[src/design/pteh_ram.sv]
//------------------------------------------------------------------------------
// pteh_ram
// Generic single-port-write, single-port-read RAM with registered read data.
//------------------------------------------------------------------------------
module pteh_ram #(
  parameter int WIDTH = 32,
  parameter int DEPTH = 16
) (
  input  logic                     clk,
  input  logic                     we,
  input  logic [$clog2(DEPTH)-1:0] waddr,
  input  logic [WIDTH-1:0]         wdata,
  input  logic [$clog2(DEPTH)-1:0] raddr,
  output logic [WIDTH-1:0]         rdata
);
  logic [WIDTH-1:0] mem [DEPTH];

  always_ff @(posedge clk) begin
    if (we) begin
      mem[waddr] <= wdata;
    end
    rdata <= mem[raddr];
  end
endmodule

[config.mk]
export PLATFORM = sky130hd
export DESIGN_NAME = pteh_ram
export DESIGN_NICKNAME = d
export VERILOG_FILES = /design/src/design/pteh_ram.sv
export SDC_FILE = /design/constraint.sdc
export NUM_CORES = 1
export LEC_CHECK = 0
export BUFFER_PORTS_ARGS = -buffer_cell sky130_fd_sc_hd__buf_4
export CORE_MARGIN = 2
export CORE_UTILIZATION = 50
export DETAILED_ROUTE_END_ITERATION = 7
export GPL_ROUTABILITY_DRIVEN = 0
export PLACE_DENSITY = 0.67
export SETUP_SLACK_MARGIN = 0.02
export SLEW_MARGIN = 20
export SYNTH_ARGS = -nofsm -noshare
export SYNTH_HDL_FRONTEND = slang
export SYNTH_SLANG_ARGS = --single-unit
[constraint.sdc]
create_clock -name clk -period 9.85 [get_ports clk]
set_input_delay 0.985 -clock clk [delete_from_list [all_inputs] [get_ports clk]]
set_output_delay 0.985 -clock clk [all_outputs]
set_load 0.01 [all_outputs]
==> results of run 1 <==
-- Yosys cell counts --
cell type  instances
nand2b_1           2
nand3b_1           2
edfxtp_1         512
a22oi_1           64
clkbuf_1          17
mux4_2           128
buf_2              4
dfxtp_1           32
or3b_2             1
buf_1              9
buf_4             11
nor3_1             4
nor2b_1            2
nand2_1           33
buf_6              2
nor2_1            13
and2_1             1
nand3_1            1
-- sequential cells by signal, summed over array words and instances (netlist names) --
name and flops:
rdata 32, mem 512
-- per-layer routing --
metal	vias to the layer above	global-route usage (%)	share of wire, %
met5	-	0	0
met1	4814	30.2	43
met3	54	3.80	6.8
li1	3790	-	-
met4	0	4.98	1.6
met2	330	32.0	48
-- kinds of logic (layout without fill, tap and decap cells) --
logic type | count (synthesis) | in the layout | share of synthesized area, %
flops | 544 | 544 | 80.7
mux | 128 | 128 | 14.5
compound gates | 64 | 64 | 2.42
simple gates | 59 | 59 | 1.27
buf+inv | 43 | 197 | 1.12
-- worst max path at each step --
| stage | endpoint | slack [ns] | cells past startpoint |
|---|---|---|---|
| CTS | rdata[16] | 6.11 | 6 |
| floorplan | mem[0][0] | 5.69 | 2 |
| global route | rdata[19] | 5.87 | 6 |
| finish | rdata[13] | 6.25 | 6 |
| detailed placement | rdata[17] | 5.52 | 6 |
| global placement | rdata[15] | 5.58 | 6 |
-- critical path, stage by stage --
cell,delay (ns)
clkbuf_8,0.48
buf_4,0.80
buf_4,0.80
mux4_2,0.59
a22oi_1,0.21
nand2_1,0.08
-- metrics by stage --
stage | area (sq um) | hold WS [ns]
global placement | 21100 | 0.649
CTS | 22800 | 0.668
detailed placement | 21100 | 0.657
finish | 22800 | 0.662
floorplan | 19900 | 0.635
global route | 22800 | 0.686
-- where the power goes --
group / switching [mW] / total (mW) / internal, mW
logic: 0.132 / 0.235 / 0.104
registers: 0.0176 / 2.61 / 2.59
clock network: 0.804 / 1.91 / 1.11
total: 0.953 / 4.75 / 3.80
-- cell type report --
cell class / count / area [sq um]
Multi-Input combinational cell: 251 / 3750
Sequential cell: 544 / 16000
Clock inverter: 15 / 105
Clock buffer: 85 / 1560
Tap cell: 518 / 648
Timing Repair Buffer: 97 / 734
Fill cell: 2793 / 16100
==> impl_metrics.py, run 1 <==
metrics = {
    "min_path": {
        "hp-class": "reg -> reg",
        "min_from": "mem[14][14]",
        "min_path_cells": 3,
        "min_to": "rdata[14]",
    },
    "clock_network": {
        "cts_buffers": 53,
        "clockBufferDepth": 3,
        "clk_pin_slew_worst_paths_ns": 0.06,
        "post_cts_buffers": 0,
        "cts_tree": "done",
        "cts_sinks": 544,
        "cts_root_buf": "clkbuf_16",
        "cts_max_level": 2,
        "cts.repair.resized": 0,
        "clk_latency_ns": 0.57,
        "postCtsHoldBufs": 0,
    },
    "synth": {
        "syn_nets": 880,
        "synthTopCellsByArea": "edfxtp_1, mux4_2, dfxtp_1",
        "yosysSeqAreaShare_pct": 80.7,
        "ys_ff_latch": 544,
        "synth.largest_area_cell": "edfxtp_1",
        "synth_cell_type_count": 18,
        "synthesis.area_sq_mm": 0.0199,
        "avgSynthCellArea_sq_um": 23.7,
        "yosysWarnings": 0,
        "synth_top_area_share_pct": 77.4,
        "synth_cells": 838,
    },
    "routing": {
        "postRouteAntennaNets": 0,
        "drc_errors": 0,
        "vias": 8988,
        "dr.pass1.iters": 7,
        "routedWlPerCell_um": 27.0,
        "vias_per_cell": 5.95,
        "drtIter0Drc": 890,
        "wl_um": 40800,
    },
    "placed_design": {
        "dp_slack_ns": 5.52,
        "portBuffers": 73,
        "dp_hpwl_um": 19700,
        "placedCellCount": 1410,
    },
    "layout": {
        "layout_common_cells": "edfxtp_1, mux4_2, buf_4",
        "final_common_cell": "edfxtp_1",
        "fin_util_pct": 58.6,
        "antenna_cells": 0,
        "drive_above_1_share_pct": 32.2,
        "finalNetCount": 989,
        "syn2layout_area_growth_pct": 14.9,
        "final_cells": 1510,
    },
    "die": {
        "dieArea_sq_mm": 0.0413,
        "core_sq_mm": 0.0389,
        "ios": 74,
        "dieWidth_um": 203,
        "initial_core_util_pct": 51.0,
        "die_y_um": 203,
        "rows": 72,
    },
    "power": {
        "power_density_mw_per_mm2": 208,
        "leakage_nw": 7.32,
        "peakVddDrop_uv": 134,
        "power_mw": 4.75,
    },
    "worst_setup_path": {
        "crit_arrival_ns": 4.05,
        "reg2regPathDepth": 3,
        "rr_endpoint": "rdata[25]",
        "start_kind": "input port",
        "timing.rr.start": "mem[10][25]",
        "path_class": "in -> reg",
        "r2r_slack_ns": 8.51,
        "end_kind": "flop",
        "path_max_fanout": 46,
        "cp.required_ns": 10.30,
        "cp-startpoint": "raddr[0]",
    },
    "sta": {
        "hold_viol_final": 0,
        "final.setup.worst_slack_ns": 6.25,
        "setup_viol": 0,
        "finClkSkew_ns": 0.0191,
        "setup_tns_ns": 0,
        "tightest_slew_ns": 1.11,
        "fin_crit_ns": 3.60,
        "slew_headroom_pct": 26.0,
        "drv_slew": 0,
        "rsz0062_at_grt": "no",
        "max_freq_ghz": 0.278,
        "period_share_pct": 36.5,
    },
    "grt": {
        "grt-ovfl-total": 0,
        "grt_pass1_vias": 9436,
        "grt_use_total_pct": 20.4,
        "antenna_found_initial": 0,
        "grt_pass1_wl_um": 61000,
        "grt_max_degree": 68,
    },
    "job": {
        "maxCapViolations": 0,
    },
    "run_status": {
        "status": "finished, final reports clean",
    },
}
(Power assumes the default switching activity.)
==> run 2, diff against run 1 <==
--- a/config.mk
+++ b/config.mk
@@ -5,12 +5,13 @@
 export SDC_FILE = /design/constraint.sdc
 export NUM_CORES = 1
 export LEC_CHECK = 0
+export ABC_AREA = 1
 export BUFFER_PORTS_ARGS = -buffer_cell sky130_fd_sc_hd__buf_4
 export CORE_MARGIN = 2
 export CORE_UTILIZATION = 50
 export DETAILED_ROUTE_END_ITERATION = 7
 export GPL_ROUTABILITY_DRIVEN = 0
-export PLACE_DENSITY = 0.67
+export PLACE_DENSITY = 0.69
 export SETUP_SLACK_MARGIN = 0.02
 export SLEW_MARGIN = 20
 export SYNTH_ARGS = -nofsm -noshare
==> constraint.sdc (replaced) <==
create_clock -name clk -period 3.3 [get_ports clk]
set_input_delay 0.33 -clock clk [delete_from_list [all_inputs] [get_ports clk]]
set_output_delay 0.33 -clock clk [all_outputs]
set_load 0.01 [all_outputs]
==> impl_metrics.py, run 2 <==
metrics = {
    "run_status": {
        "status": "finished, final reports clean",
    },
    "grt": {
        "grt_pass1_vias": 14400,
        "grt_pass1_wl_um": 80300,
        "grt-ovfl-total": 0,
        "grt_max_degree": 129,
        "grt_use_total_pct": 22.2,
        "antenna_found_initial": 2,
    },
    "worst_setup_path": {
        "reg2regPathDepth": 6,
        "timing.rr.start": "mem[9][10]",
        "slowest_delay_ns": 0.52,
        "critPathTopFamily": "simple AND/OR/NAND/NOR gates",
        "start_kind": "input port",
        "crit_arrival_ns": 1.89,
        "rr_endpoint": "rdata[10]",
        "crit_slowest_cell": "nor2_4",
        "r2r_slack_ns": 2.21,
        "path_max_fanout": 23,
        "path_class": "in -> reg",
        "critPathBufInv": 2,
        "end_kind": "flop",
        "path_cells": "buf_4 -> nand3b_1 -> nor2_4 -> buf_4",
        "crit_top_cell": "buf_4",
        "cp.required_ns": 3.53,
    },
    "routing": {
        "drc_errors": 0,
        "postRouteAntennaNets": 0,
        "vias": 14500,
        "vias_per_cell": 5.14,
        "routedWlPerCell_um": 18.1,
        "highest_layer": "met5",
        "dr.pass1.iters": 5,
        "met1Wirelength_um": 21500,
        "drtIter0Drc": 1511,
        "wl_met2_um": 24600,
        "wl_um": 51200,
        "wl_met3_um": 3390,
    },
    "synth": {
        "synth.largest_area_cell": "edfxtp_1",
        "synthesis.area_sq_mm": 0.0227,
        "synth_top_area_share_pct": 67.6,
        "synth_edf_count": 512,
        "avgSynthCellArea_sq_um": 10.7,
        "synth_cells": 2120,
        "synth_commonest_cells": "nand2_1, edfxtp_1, inv_1",
        "ys_async_sr_fraction_pct": 0,
        "synthTopCellsByArea": "edfxtp_1, nand2_1, nand3_1",
        "synthFlopType": "edfxtp_1",
        "syn_nets": 2162,
        "synth_cell_type_count": 15,
        "synthMostInstantiatedCell": "nand2_1",
        "ys_ff_latch": 544,
        "yosysWarnings": 0,
        "yosysSeqAreaShare_pct": 70.5,
    },
    "clock_network": {
        "cts_max_level": 2,
        "cts.repair.resized": 0,
        "cts_root_buf": "clkbuf_16",
        "cts_tree": "done",
        "cts_buffers": 55,
        "clockBufferDepth": 3,
        "postCtsHoldBufs": 0,
        "post_cts_buffers": 0,
        "cts_sinks": 544,
        "clk_latency_ns": 0.59,
        "clk_pin_slew_worst_paths_ns": 0.06,
    },
    "die": {
        "rows": 78,
        "dieArea_sq_mm": 0.0472,
        "die_y_um": 217,
        "dieWidth_um": 217,
        "core_sq_mm": 0.0451,
        "ios": 74,
        "initial_core_util_pct": 50.4,
    },
    "min_path": {
        "hp-class": "in -> reg",
        "min_path_cells": 1,
        "min_from": "wdata[16]",
        "min_to": "mem[5][16]",
    },
    "sta": {
        "period_share_pct": 50.3,
        "tightest_slew_ns": 1.08,
        "setup_tns_ns": 0,
        "setup_viol": 0,
        "rsz0062_at_grt": "no",
        "finalHoldWorstSlack_ns": 0.0524,
        "finClkSkew_ns": 0.0113,
        "drv_slew": 0,
        "hold_viol_final": 0,
        "fin_crit_ns": 1.66,
        "max_freq_ghz": 0.603,
        "final.setup.worst_slack_ns": 1.64,
        "slew_headroom_pct": 27.6,
    },
    "layout": {
        "syn2layout_area_growth_pct": 12.9,
        "reg_top3": "mem: 512 flops, rdata: 32 flops",
        "final_common_cell": "nand2_1",
        "drive_above_1_share_pct": 9.13,
        "layout_common_cells": "nand2_1, edfxtp_1, inv_1",
        "finalNetCount": 2219,
        "final_cells": 2824,
        "largest_reg_flops": 512,
        "regMostFlops": "mem",
    },
    "placed_design": {
        "dp_hpwl_um": 27800,
        "dp_slack_ns": 1.00,
        "placedCellCount": 2717,
        "portBuffers": 73,
    },
    "power": {
        "leakage_nw": 10.9,
        "power_density_mw_per_mm2": 582,
        "peakVddDrop_uv": 430,
    },
    "job": {
        "maxCapViolations": 0,
    },
}
run 2: cell types whose count changed in the layout (fill, tap and decap cells not counted), sizes merged, moves of 13 or more:
| cell | before | now |
|---|---|---|
| clkinv | 11 | 24 |
| nand2 | 33 | 677 |
| mux4 | 128 | 0 |
| nand3 | 1 | 385 |
| inv | 2 | 389 |
| a22oi | 64 | 0 |
run 2: power breakdown:
| group | internal [mW] | switching, mW |
|---|---|---|
| Clock | 3.72 | 2.50 |
| Combinational | 0.284 | 0.647 |
| Sequential | 7.72 | 0.0484 |
run 2: metrics by stage:
step,instance area [sq um],utilization (%),total power [mW]
after floorplan,22700,-,8.46
after global placement,23800,52.7,8.83
after detailed placement,23800,52.7,8.85
after CTS,25600,56.7,15.0
after global routing,25600,56.9,15.4
final,25700,56.9,14.9
run 2: layer usage:
layer  global-route usage, %  vias to the layer above
li1                        -                     6954
met1                    29.8                     6931
met2                    36.7                      523
met3                    2.91                      108
met4                    9.38                        2
met5                       0                        -
run 2: cell families after synthesis:
kind of cell           synth area share [%]
buffers and inverters                  9.54
flip-flops                             70.5
AND/OR/NAND/NOR                        20.0
run 2: worst reg2reg max path, stage by stage, from the launching register on:
cell and delay [ns]:
edfxtp_1 0.38, inv_1 0.06, nand2_1 0.04, nand3_1 0.10, nand3_1 0.16, nand3_1 0.13, nand2_1 0.09
run 2: cell type report:
type / count / area [sq um]
diodes: 1 / 2.50
clock buffers: 73 / 1540
clock inverters: 30 / 287
fillers: 3714 / 19400
inverters: 390 / 1470
multi-input cells: 1081 / 4670
flip-flops and latches: 544 / 16000
well taps: 600 / 751
repair buffers: 105 / 922
run 2: worst max path at each step:
stage | startpoint | to | slack (ns) | cells after the start
6_report | waddr[3] | mem[7][1] | 1.64 | 4
5_1_grt | waddr[2] | mem[11][23] | 1.59 | 3
4_1_cts | waddr[2] | mem[8][26] | 1.62 | 3
3_5_place_dp | waddr[2] | mem[8][23] | 1.00 | 3
3_3_place_gp | waddr[3] | mem[7][2] | 1.05 | 4
2_1_floorplan | waddr[2] | mem[10][0] | 0.98 | 2
