--- src/design/pteh_pkg.sv ---
//------------------------------------------------------------------------------
// pteh_pkg
// Shared types, constants and helpers of the per-track energy histogrammer.
//------------------------------------------------------------------------------
package pteh_pkg;

  localparam int NUM_GROUPS   = 16;
  localparam int ENERGY_BITS  = 48;
  localparam int CNT_BITS     = 32;
  localparam int TRACK_BITS   = 31;
  localparam int FIELD_E_BITS = ENERGY_BITS;
  localparam int DEP_BITS     = 32;
  localparam int IDX_BITS     = $clog2(NUM_GROUPS + 1);
  localparam int CFG_BITS     = $clog2(NUM_GROUPS + 1);

  typedef enum logic [1:0] {
    CMD_STEP = 2'd0,
    CMD_LOAD = 2'd1,
    CMD_READ = 2'd2,
    CMD_NOP  = 2'd3
  } cmd_t;

  localparam logic [1:0] KIND_GAMMA    = 2'd0;
  localparam logic [1:0] KIND_ELECTRON = 2'd1;
  localparam logic [1:0] KIND_NEUTRON  = 2'd2;

  typedef struct packed {
    logic [1:0]               command;
    logic [TRACK_BITS-1:0]    track_id;
    logic [1:0]               particle_kind;
    logic [DEP_BITS-1:0]      energy_deposit;
    logic [IDX_BITS-1:0]      group_index;
    logic [FIELD_E_BITS-1:0]  group_low;
    logic [FIELD_E_BITS-1:0]  group_high;
  } in_item_t;

  typedef struct packed {
    logic                     track_closed;
    logic                     closed_class;
    logic [FIELD_E_BITS-1:0]  closed_energy;
    logic [IDX_BITS-1:0]      closed_bin;
    logic                     overflow_hit;
    logic [FIELD_E_BITS-1:0]  primary_energy;
    logic [FIELD_E_BITS-1:0]  gamma_total;
    logic [FIELD_E_BITS-1:0]  electron_total;
    logic [CNT_BITS-1:0]      neutron_tracks;
    logic [CNT_BITS-1:0]      bin_count;
  } out_item_t;

  function automatic logic [CNT_BITS-1:0] cnt_inc(input logic [CNT_BITS-1:0] c);
    cnt_inc = (c == '1) ? c : c + 1'b1;
  endfunction

endpackage

--- src/design/pteh_in_if.sv ---
//------------------------------------------------------------------------------
// pteh_in_if
// Input channel: valid/ready handshake carrying one step or command item.
//------------------------------------------------------------------------------
interface pteh_in_if;
  logic               valid;
  logic               ready;
  pteh_pkg::in_item_t data;
  modport source (output valid, output data, input ready);
  modport sink   (input valid, input data, output ready);
endinterface

--- src/design/pteh_front.sv ---
//------------------------------------------------------------------------------
// pteh_front
// Front end: queues items, holds the group count and edges, and classifies
// the sum that the item at the queue head would close.
//------------------------------------------------------------------------------
module pteh_front (
  input  logic                          clk,
  input  logic                          rst_n,
  input  logic                          cfg_we,
  input  logic [pteh_pkg::CFG_BITS-1:0] cfg_wdata,
  pteh_in_if.sink                       in_ch,
  // Queue head toward the back end.
  output logic                          head_valid,
  input  logic                          head_pop,
  output pteh_pkg::in_item_t            head_item,
  // Edge lookup for the sum that the head item would close.
  input  logic [pteh_pkg::ENERGY_BITS-1:0] close_sum,
  output logic [pteh_pkg::IDX_BITS-1:0]    close_hit,
  output logic                             close_ovf
);
  import pteh_pkg::*;

  localparam int GB = IDX_BITS;
  localparam int EB = (NUM_GROUPS > 1) ? $clog2(NUM_GROUPS) : 1;

  logic [ENERGY_BITS-1:0] lo_r [NUM_GROUPS];
  logic [ENERGY_BITS-1:0] hi_r [NUM_GROUPS];
  logic [GB-1:0]          gcount_r;
  logic [GB-1:0]          cfg_clamp;
  logic [EB-1:0]          last_g;
  in_item_t               q_r [2];
  logic                   qwp_r, qrp_r;
  logic [1:0]             qcnt_r;
  logic                   in_acc;

  always_comb begin
    if (cfg_wdata == '0) begin
      cfg_clamp = GB'(1);
    end else if (32'(cfg_wdata) > NUM_GROUPS) begin
      cfg_clamp = GB'(NUM_GROUPS);
    end else begin
      cfg_clamp = GB'(cfg_wdata);
    end
  end

  assign in_ch.ready = (qcnt_r != 2'd2);
  assign in_acc      = in_ch.valid && in_ch.ready;
  assign head_valid  = (qcnt_r != 2'd0);
  assign head_item   = q_r[qrp_r];
  assign last_g      = EB'(gcount_r - GB'(1));

  always_ff @(posedge clk) begin
    if (!rst_n) begin
      gcount_r <= GB'((NUM_GROUPS < 16) ? NUM_GROUPS : 16);
    end else if (cfg_we) begin
      gcount_r <= cfg_clamp;
    end
  end

  always_ff @(posedge clk) begin
    if (!rst_n) begin
      qwp_r  <= 1'b0;
      qrp_r  <= 1'b0;
      qcnt_r <= 2'd0;
    end else begin
      if (in_acc) begin
        qwp_r <= ~qwp_r;
      end
      if (head_pop) begin
        qrp_r <= ~qrp_r;
      end
      qcnt_r <= qcnt_r + 2'(in_acc) - 2'(head_pop);
    end
  end

  always_ff @(posedge clk) begin
    if (in_acc) begin
      q_r[qwp_r] <= in_ch.data;
    end
  end

  // Edges change when the load item leaves the queue, so items queued ahead
  // of it still see the old edges.
  always_ff @(posedge clk) begin
    if (head_pop && head_item.command == CMD_LOAD
        && 32'(head_item.group_index) < NUM_GROUPS) begin
      lo_r[head_item.group_index[EB-1:0]] <= ENERGY_BITS'(head_item.group_low);
      hi_r[head_item.group_index[EB-1:0]] <= ENERGY_BITS'(head_item.group_high);
    end
  end

  always_comb begin
    close_hit = GB'(NUM_GROUPS);
    for (int g = NUM_GROUPS - 1; g >= 0; g--) begin
      if (g < int'(gcount_r) && lo_r[g] <= close_sum && close_sum < hi_r[g]) begin
        close_hit = GB'(g);
      end
    end
    close_ovf = close_sum >= hi_r[last_g];
  end

  a_qcnt: assert property (@(posedge clk) disable iff (!rst_n) qcnt_r != 2'd3)
    else $error("queue count out of range");
  a_pop_empty: assert property (@(posedge clk) disable iff (!rst_n)
    head_pop |-> head_valid) else $error("pop from an empty queue");
endmodule

--- src/flat_wrapper.sv ---
// flat-port wrapper written by rule: the top's interface ports become plain ports
module pteh_front_flat import pteh_pkg::*;
  (clk, rst_n, cfg_we, cfg_wdata, head_valid, head_pop, head_item, close_sum, close_hit, close_ovf, in_ch_valid, in_ch_data, in_ch_ready);
  pteh_in_if in_ch_i ();
  input  logic clk;
  input  logic rst_n;
  input  logic cfg_we;
  input  logic [pteh_pkg::CFG_BITS-1:0] cfg_wdata;
  output logic head_valid;
  input  logic head_pop;
  output pteh_pkg::in_item_t head_item;
  input  logic [pteh_pkg::ENERGY_BITS-1:0] close_sum;
  output logic [pteh_pkg::IDX_BITS-1:0] close_hit;
  output logic close_ovf;
  input wire logic [$bits(in_ch_i.valid)-1:0] in_ch_valid;
  input wire logic [$bits(in_ch_i.data)-1:0] in_ch_data;
  output wire logic [$bits(in_ch_i.ready)-1:0] in_ch_ready;
  assign in_ch_i.valid = in_ch_valid;
  assign in_ch_i.data = in_ch_data;
  assign in_ch_ready = in_ch_i.ready;
  pteh_front u_core (.clk(clk), .rst_n(rst_n), .cfg_we(cfg_we), .cfg_wdata(cfg_wdata), .in_ch(in_ch_i), .head_valid(head_valid), .head_pop(head_pop), .head_item(head_item), .close_sum(close_sum), .close_hit(close_hit), .close_ovf(close_ovf));
endmodule
--- config.mk ---
export PLATFORM = sky130hd
export DESIGN_NAME = pteh_front_flat
export DESIGN_NICKNAME = d
export VERILOG_FILES = /design/src/design/pteh_pkg.sv /design/src/design/pteh_in_if.sv /design/src/design/pteh_front.sv /design/src/flat_wrapper.sv
export SDC_FILE = /design/constraint.sdc
export NUM_CORES = 2
export LEC_CHECK = 0
export BUFFER_PORTS_ARGS = -buffer_cell sky130_fd_sc_hd__buf_4
export CAP_MARGIN = 20
export CORE_UTILIZATION = 50
export DETAILED_ROUTE_END_ITERATION = 12
export PLACE_DENSITY = 0.73
export SLEW_MARGIN = 15
export SYNTH_ARGS = -nofsm -noshare
export SYNTH_HDL_FRONTEND = slang
export SYNTH_SLANG_ARGS = --single-unit
--- constraint.sdc ---
create_clock -name clk -period 9.95 [get_ports clk]
set_input_delay 1.4925 -clock clk [delete_from_list [all_inputs] [get_ports clk]]
set_output_delay 1.4925 -clock clk [all_outputs]
set_load 0.02 [all_outputs]
==> flow_metrics.tcl <==
set metrics [dict create \
    skew_ps 41.75 \
    endpoint_kind "output port" \
    drc_errors 0 \
    initial_core_util 0.5029 \
    slew_viol_final 0 \
    period_needed_ps 8233 \
    fin_nets 9792 \
    grt_remaining_overflow 0 \
    die_x_um 452.6 \
    rsz0062_at_grt "no" \
    ir_worst_vdd_uv 165.3 \
    arrival_ps 6740 \
    cts_resized 0 \
    std_cell_rows 165 \
    nFillCells 15894 \
    drt_iter0_markers 7069 \
    netlist-cell-type-count 72 \
    cts_setup_buffers 0 \
    cts_tree "yes" \
    hold_class "flip-flop to flip-flop" \
    rrSetupSlack_ps 5360 \
    synthesis.nets 9145 \
    crit_path_start_kind "flip-flop" \
    ys_seq_area_frac 0.5556 \
    cts_inserted_buffers 204 \
    synth_compound_area_frac 0.08280 \
    path_depth 16 \
    cts_sinks 1882 \
    worstRegToRegCells 7 \
    path_class "flip-flop to output port" \
    hold_buffers 0 \
    p_total_mw 19.82 \
    gp_congestion 0.9534 \
    worst_pin_slew_ps 1272 \
    ios 402 \
    ys_async_sr_fraction 0 \
    grt.total_usage 0.2846 \
    hold_depth 2 \
    synthXorXnorAreaFrac 0.0004313 \
    synth.most_common_cell "edfxtp_1" \
    yosysWarnings 0 \
    power_leakage_nw 46.99 \
    synth_flop_cell "edfxtp_1" \
    regArea_um2 56420 \
    synthCells 7348 \
    synth_fa_ha_area_frac 0.1936 \
    crit_buf_inv 2 \
    drtPass1Iterations 5 \
    crit_fanout 41 \
    routed_via_density 6.184 \
    drt-total-wl_um 295600 \
    dp_hpwl_um 211000 \
    hold_viol 0 \
    worstPathCellList "inv_1 > ha_4 > mux4_2 > mux4_2 > ha_1 > nand2b_1 > a21o_1 > a21o_1 > a21o_1 > a21o_1 > a21o_1 > a21o_1 > a21oi_1 > o21ai_0 > a31o_2 > buf_4" \
    grt_pass1_vias 67536 \
    cpMostUsedCell "a21o_1" \
    wl_per_cell_um 27.29 \
    antenna_found_initial 10 \
    tns_ps 0 \
    synth-edff-count 1872 \
    yosys.area_share.simple 0.05900 \
    maxCapViolCount 0 \
    required_ps 8460 \
    clkTransAtPathRegs_ps 60 \
    synth_top_family_by_area "adder cells" \
    finalSetupViolCount 0 \
    num_vias 66980 \
    synth_top_cell_area_share 0.5536 \
    muxShareOfSynthArea 0.07193 \
    synth_top_area_cell "edfxtp_1" \
    drive_above_1_share 0.1535 \
    die_h_um 452.6 \
    clk_path_buf_depth 3 \
    synth_area_leaders "edfxtp_1 (55%), ha_1 (19%), mux4_2 (5.3%)" \
    io_buffers 401 \
    avgSynthCellArea_um2 13.82 \
    ant_nets 0 \
    netlist_area_um2 101500 \
    ys_ff_latch 1882 \
    die_area_um2 204900 \
    slowest_delay_ps 790 \
    h-tree-depth 4 \
    clk_latency_ps 860 \
    synth_common_cells "edfxtp_1 (1872), ha_1 (1571), inv_1 (914), a21oi_1 (458), nand2_1 (283)" \
    core_um2 201900 \
    multi_input_area_um2 41580 \
    grt_pass1_wl_um 430000 \
    grt_max_degree 125 \
    slowest_stage "ha_4" \
    max_freq_ghz 0.1215 \
    area_delta_synth_final_pct 13.64 \
    cpLargestDelayFamily "compound AO/OA/AOI/OAI gates" \
    timing.final.crit_share 0.8274 \
    powerDensity_nw_per_um2 171.8 \
    root_buffer "clkbuf_16" \
    run_status "finished, final reports clean" \
    relSlewSlack 0.1428 \
]
cell usage in the layout (no fill, tap or decap), types with 175 or more instances in the layout:
master     synthesis  routed
a21o_1           238     238
a21oi_1          458     458
buf_4              0     511
clkbuf_16          0     207
edfxtp_1        1872    1872
ha_1            1571    1570
inv_1            914     914
mux4_2           240     240
nand2_1          283     283
nand4_1          252     252
nor2_1           192     175
o21ai_0          244     244
power breakdown:
group | total (mW) | leakage [nW] | internal (mW) | switching [mW]
clock | 7.60 | 3.20 | 4.35 | 3.24
sequential | 9.39 | 17.0 | 9.32 | 0.0721
combinational | 2.83 | 26.8 | 0.928 | 1.90
total | 19.8 | 47.0 | 14.6 | 5.22
layer usage:
| metal | vias up | wire, um | share of wire | track usage |
|---|---|---|---|---|
| li1 | 29774 | - | - | - |
| met1 | 33577 | 120000 | 0.41 | 0.3837 |
| met2 | 3042 | 137900 | 0.47 | 0.4588 |
| met3 | 575 | 23270 | 0.079 | 0.03893 |
| met4 | 12 | 14370 | 0.049 | 0.1280 |
| met5 | - | 80 | 0.00027 | 0 |
registers in the layout (all words and copies together) (netlist names), named ones only:
signal	count
u_core.qrp_r	1
u_core.q_r	336
u_core.lo_r	768
u_core.qwp_r	1
u_core.qcnt_r	2
u_core.gcount_r	5
u_core.hi_r	768
metrics by stage:
| stage | worst slack, ps | utilization | hold WS (ps) | std cells | cell area (um2) |
|---|---|---|---|---|---|
| finish | 1717 | 0.5715 | 571.9 | 10831 | 115400 |
| global route | 1633 | 0.5715 | 612.6 | 10830 | 115400 |
| CTS | 1678 | 0.5715 | 576.1 | 10829 | 115400 |
| detailed placement | 1995 | 0.5386 | 563.8 | 10461 | 108700 |
| global placement | 1815 | 0.5385 | 556.8 | 10460 | 108700 |
| floorplan | 684.2 | - | 541.5 | 7348 | 101500 |
worst register-to-register path, stage by stage, from the launching register on:
cell	delay, ps
dfxtp_4	790
mux2_2	440
or4b_2	660
nor2b_1	180
nand2_1	260
nor2_4	170
buf_4	620
buf_4	960
logic make-up after synthesis:
family | count (synthesis)
AO/OA/AOI/OAI | 1323
XOR/XNOR | 5
adder cells (fa/ha/maj) | 1571
buffers and inverters | 991
flip-flops | 1882
multiplexers | 409
AND/OR/NAND/NOR | 1167
final timing paths:
check / startpoint / endpoint
min: u_core.qrp_r / flip-flop
max: u_core.gcount_r[0] / close_ovf
max reg2reg: flip-flop / u_core.lo_r[14][9]
min reg2reg: u_core.qrp_r / flip-flop
cell type report:
type / count / area share
sequential: 1882 / 0.4890
multi-input combinational: 4475 / 0.3604
clock buffer: 244 / 0.04610
timing repair buffer: 518 / 0.03433
inverter: 914 / 0.02973
tap: 2672 / 0.02897
clock inverter: 124 / 0.01143
antenna: 2 / 0.00004338
(Power assumes the default switching activity.)
